`src/design/tcl_pkg.sv`:
```
// shared types and constants for the trilinear colour lut core
// no dependencies; every other design file refers to this package by scoped names
package tcl_pkg;

    localparam int MAX_GRID   = 33;
    localparam int DEPTH      = MAX_GRID * MAX_GRID * MAX_GRID;
    localparam int AW         = $clog2(DEPTH);
    localparam int GRID_W     = $clog2(MAX_GRID + 1);
    localparam int CELL_W     = $clog2(MAX_GRID - 1);
    localparam int NSQ_W      = $clog2(MAX_GRID * MAX_GRID + 1);
    localparam int FRAC_BITS  = 12;
    localparam int FRAC_W     = FRAC_BITS + 1;
    localparam int ONE_Q12    = 1 << FRAC_BITS;
    localparam int WRG_W      = 2 * FRAC_BITS + 1;
    localparam int W_W        = 3 * FRAC_BITS + 1;
    localparam int ACC_W      = 54;
    localparam int RND_SHIFT  = 3 * FRAC_BITS;
    localparam int Q_W        = ACC_W - RND_SHIFT;
    localparam int CORNERS    = 8;
    localparam int COPIES     = CORNERS / 2;
    localparam int STAGES     = 7;
    localparam int PXW        = 16;

    // transaction kind
    typedef enum logic {
        OP_SAMPLE = 1'b0,
        OP_LOAD   = 1'b1
    } t_op;

    // one rgb triple, red in the low bits as stored in the table
    typedef struct packed {
        logic signed [PXW-1:0] blue;
        logic signed [PXW-1:0] green;
        logic signed [PXW-1:0] red;
    } t_rgb;

    // per-stage advance enables passed from the pipeline control
    typedef struct packed {
        logic [STAGES-1:0] en;
    } t_pipe_ctl;

endpackage

```
`src/design/tcl_coord.sv`:
```
// clamp, scale and split of each colour channel into lattice cell and fraction
// depends on tcl_pkg
module tcl_coord (
    input  logic                                  i_clk,
    input  logic                                  i_rst_n,
    input  logic                                  i_en,
    input  logic                                  i_chk_vld,
    input  tcl_pkg::t_rgb                         i_px,
    input  logic [tcl_pkg::GRID_W-1:0]            i_n,
    output logic [2:0][tcl_pkg::CELL_W-1:0]       o_cell,
    output logic [2:0][tcl_pkg::FRAC_W-1:0]       o_frac,
    output logic                                  o_pass
);

    logic [2:0][tcl_pkg::PXW-1:0]    n_chan;
    logic [2:0][tcl_pkg::CELL_W-1:0] n_cell;
    logic [2:0][tcl_pkg::FRAC_W-1:0] n_frac;
    logic [2:0][tcl_pkg::CELL_W-1:0] r_cell;
    logic [2:0][tcl_pkg::FRAC_W-1:0] r_frac;
    logic                            r_pass;
    logic [tcl_pkg::GRID_W-1:0]      d;
    logic [tcl_pkg::GRID_W-1:0]      dm1;

    assign n_chan = {i_px.blue, i_px.green, i_px.red};
    assign d      = i_n - tcl_pkg::GRID_W'(1);
    assign dm1    = d - tcl_pkg::GRID_W'(1);

    // per channel: clamp to 0..1.0, scale by n-1, cap the cell
    always_comb begin
        logic [tcl_pkg::FRAC_W-1:0]           v;
        logic [tcl_pkg::FRAC_W+tcl_pkg::GRID_W-1:0] p;
        logic [tcl_pkg::GRID_W:0]             c;
        logic [tcl_pkg::GRID_W-1:0]           cc;
        logic [tcl_pkg::FRAC_W+tcl_pkg::GRID_W-1:0] diff;
        for (int k = 0; k < 3; k++) begin
            if (n_chan[k][tcl_pkg::PXW-1]) begin
                v = '0;
            end else if (n_chan[k] > tcl_pkg::PXW'(tcl_pkg::ONE_Q12)) begin
                v = tcl_pkg::FRAC_W'(tcl_pkg::ONE_Q12);
            end else begin
                v = n_chan[k][tcl_pkg::FRAC_W-1:0];
            end
            p = {{tcl_pkg::GRID_W{1'b0}}, v} * {{tcl_pkg::FRAC_W{1'b0}}, d};
            c = p[tcl_pkg::FRAC_W+tcl_pkg::GRID_W-1:tcl_pkg::FRAC_BITS];
            if (c > {1'b0, dm1}) begin
                cc = dm1;
            end else begin
                cc = c[tcl_pkg::GRID_W-1:0];
            end
            diff      = p - {1'b0, cc, {tcl_pkg::FRAC_BITS{1'b0}}};
            n_cell[k] = cc[tcl_pkg::CELL_W-1:0];
            n_frac[k] = diff[tcl_pkg::FRAC_W-1:0];
        end
    end

    // stage register
    always_ff @(posedge i_clk) begin
        if (i_en) begin
            r_cell <= n_cell;
            r_frac <= n_frac;
            r_pass <= (i_n < tcl_pkg::GRID_W'(2));
        end
    end

    assign o_cell = r_cell;
    assign o_frac = r_frac;
    assign o_pass = r_pass;

    // cell never reaches the last lattice point
    a_cell_cap: assert property (@(posedge i_clk) disable iff (!i_rst_n)
        (i_chk_vld && !r_pass) |->
        ({1'b0, r_cell[0]} <= i_n - tcl_pkg::GRID_W'(2)) &&
        ({1'b0, r_cell[1]} <= i_n - tcl_pkg::GRID_W'(2)) &&
        ({1'b0, r_cell[2]} <= i_n - tcl_pkg::GRID_W'(2)))
        else $error("lattice cell beyond grid");

    // fraction stays within one cell
    a_frac_range: assert property (@(posedge i_clk) disable iff (!i_rst_n)
        (i_chk_vld && !r_pass) |->
        (r_frac[0] <= tcl_pkg::FRAC_W'(tcl_pkg::ONE_Q12)) &&
        (r_frac[1] <= tcl_pkg::FRAC_W'(tcl_pkg::ONE_Q12)) &&
        (r_frac[2] <= tcl_pkg::FRAC_W'(tcl_pkg::ONE_Q12)))
        else $error("fraction above one");

endmodule

```
`config.mk`:
```
export PLATFORM = sky130hd
export DESIGN_NAME = tcl_coord
export DESIGN_NICKNAME = d
export VERILOG_FILES = /design/src/design/tcl_pkg.sv /design/src/design/tcl_coord.sv
export SDC_FILE = /design/constraint.sdc
export NUM_CORES = 1
export LEC_CHECK = 0
export BUFFER_PORTS_ARGS = -buffer_cell sky130_fd_sc_hd__buf_2
export CELL_PAD_IN_SITES_DETAIL_PLACEMENT = 0
export CELL_PAD_IN_SITES_GLOBAL_PLACEMENT = 1
export CORE_ASPECT_RATIO = 0.6
export CORE_MARGIN = 8
export CORE_UTILIZATION = 51
export DETAILED_ROUTE_END_ITERATION = 6
export GPL_TIMING_DRIVEN = 0
export PLACE_DENSITY = 0.95
export RECOVER_POWER = 50
export SYNTH_ARGS = -nofsm -noshare
export SYNTH_HDL_FRONTEND = slang
export SYNTH_SLANG_ARGS = --single-unit
```
`constraint.sdc`:
```
create_clock -name i_clk -period 15.85 [get_ports i_clk]
set_clock_uncertainty 0.15 [all_clocks]
set_input_delay 3.9625 -clock i_clk [delete_from_list [all_inputs] [get_ports i_clk]]
set_output_delay 3.9625 -clock i_clk [all_outputs]
set_load 0.005 [all_outputs]
```
==> results.txt <==
Netlist Area Pre-Place: 10040 sq um
RSZ-0062 raised after global routing: no
CP Launch Type: primary input
overall power: 0.4805 mW
drt drc: 0
final hold slack: 3.818 ns
Vias: 7781
antenna violations before repair: 0
Max Cap Viol: 1
cts bufs inserted: 5
DR WL/cell: 16.89 um
routed vias/inst: 5.286
synthesized flop and latch total: 55
clock group share of total power: 24.8%
number of global-route vias before repair: 7849
synthesis-to-finish area growth: 10.14%
GP Congestion: 0.9167
synth unique cells: 58
Post-synth EDFFs: 55
CTS tree: yes
P_sw: 0.1685 mW
sequential fraction of the synthesis area: 16.45%
Pleak: 5.384 nW
global route overflow: 0
failing checks: capacitance limit, slew limit
nets: 1499
sw frac: 35.07%
Setup TNS: 0 ns
Worst path max stage delay: 1.01 ns
count of buffers from port buffering: 110
mean area per synthesized cell: 9.238 sq um
Hold/Removal Path Class: primary input to flip-flop
Internal: 0.3120 mW
n_diodes: 0
status: complete, but fails checks
Longest Clk Path Bufs: 2
syn nets: 1381
Synth area leaders: fa_1 (27%), edfxtp_1 (16%), ha_1 (13%)
Initial Util: 52.37%
GRT Util Overall: 20.01%
Critical Path RT: 15.76 ns
largest net degree at the start of global routing: 56
clock slew at reported path FFs: 0.08 ns
Clock Root Buffer: clkbuf_16
slowest CP cell: xnor2_1
cells after synthesis: 1087
Antenna Violating Nets Remaining: 0
Core Region: 19180 sq um
Main synth FF type: edfxtp_1
Worst Path Max Fanout: 10
proportion of power drawn by flip-flops and latches: 38.2%
CTS resizes: 0
Yosys top cell by area: fa_1
H-tree depth: 2
combinational share of power: 37.0%
Worst IR Drop VDD: 46.30 uV
share of post-route cells with drive strength above 1: 11.94%
DRT Pass-1 Iters: 5
Tmin final: 12.58 ns
Core Util, Final: 57.68%
Max Slew Vio Count: 40
Initial DRC Count: 653
placed insts: 1463
Cell Count, Final, Fillers Out: 1472
Max Fclk: 79.51 MHz
Rel. slew slack: -51.33%
critical path data arrival time: 12.49 ns
yosys warns: 0
IO Pins: 113
cts hold-fix bufs: 0
Worst-Margin Slew: 2.270 ns
Die Wd: 197.2 um
WS Path Type: primary input to flip-flop
Final Setup Violations: 0
post-synth top area share: 26.91%
CTS sink count: 55
Power Density: 43.44 nW/um^2
first-pass GRT wire length: 40450 um
Final HPWL DP: 20480 um
postcts setup bufs: 0
cell row count: 39
die area: 24580 sq um
Chip Height: 124.7 um
crit share post-route: 79.35%
Worst Setup End Kind: flip-flop
Async SR Flop Fraction: 0%
Hold Vio Cnt, Final: 0
drt total wl: 24860 um
## kinds of logic after synthesis
logic type,Yosys count,share of synthesized area [%]
simple gates,375,20.13
fa+ha+maj,236,39.50
buf+inv,211,8.074
compound gates,149,10.15
flops,55,16.45
xor+xnor,44,3.838
mux,17,1.856
## final timing paths
kind	start	end	slack, ns	cells after the start
setup / recovery	i_n[0]	o_cell[8]	3.27	26
hold / removal	i_n[5]	o_pass	3.82	2
## metal layers
layer / track usage [%] / wire, um / up-vias
li1: - / - / 3773
met1: 30.86 / 12630 / 3743
met2: 28.37 / 10150 / 246
met3: 4.182 / 1849 / 19
met4: 3.394 / 228 / 0
met5: 0 / 0 / -
## final cells by class
type	instances	area [sq um]
timing repair buffer	111	536.8
tap	266	332.8
multi-input combinational	821	7580
buffer	34	146.4
clock inverter	3	23.77
inverter	177	664.4
fill	1702	8117
clock buffer	5	125.1
sequential	55	1652
## critical path: cells and delay by family
family | cells | cell delay [ns]
simple gates | 4 | 1.03
xor+xnor | 1 | 1.01
compound gates | 7 | 1.98
buf+inv | 7 | 1.78
fa+ha+maj | 6 | 2.41
mux | 1 | 0.28
## layout by cell type (no fill, tap or decap), types with 6 or more instances in the layout
| cell type | synthesis | final |
|---|---|---|
| a211oi_1 | 15 | 15 |
| a21o_1 | 17 | 17 |
| a21oi_1 | 42 | 42 |
| and2_1 | 176 | 176 |
| buf_2 | 5 | 101 |
| clkbuf_1 | 26 | 41 |
| edfxtp_1 | 55 | 55 |
| fa_1 | 135 | 135 |
| ha_1 | 101 | 101 |
| inv_1 | 176 | 176 |
| mux2_2 | 13 | 13 |
| nand2_1 | 60 | 60 |
| nand3_1 | 13 | 13 |
| nand4_1 | 7 | 7 |
| nor2_1 | 62 | 62 |
| nor3_1 | 15 | 15 |
| nor4_1 | 11 | 11 |
| o21a_1 | 6 | 6 |
| o21ai_0 | 26 | 26 |
| o21bai_1 | 7 | 7 |
| or2_2 | 11 | 11 |
| xnor2_1 | 29 | 29 |
| xor2_1 | 15 | 15 |
## stage by stage
| stage | area, sq um | setup slack (ns) |
|---|---|---|
| floorplan | 10040 | 5.070 |
| global placement | 10930 | 3.209 |
| detailed placement | 10930 | 3.034 |
| CTS | 11070 | 3.364 |
| global route | 11060 | 2.759 |
| finish | 11060 | 3.273 |
## synth_stat cells, types with 15 or more instances
cell      number
a211oi_1      15
xor2_1        15
inv_1        176
a21oi_1       42
xnor2_1       29
edfxtp_1      55
and2_1       176
ha_1         101
clkbuf_1      26
a21o_1        17
nand2_1       60
nor2_1        62
fa_1         135
nor3_1        15
o21ai_0       26
## power groups by stage
stage / logic (mW) / registers, mW / clock network [mW]
after floorplan: 0.105 / 0.189 / 0
after global placement: 0.172 / 0.186 / 0
after detailed placement: 0.176 / 0.187 / 0
after CTS: 0.178 / 0.184 / 0.123
after global routing: 0.198 / 0.185 / 0.126
final: 0.178 / 0.184 / 0.119
## registers in the layout, summed over array words and instances, names as in the netlist
signal / flops
o_pass: 1
o_frac: 39
o_cell: 15
Power figures use the tool's default switching activity.
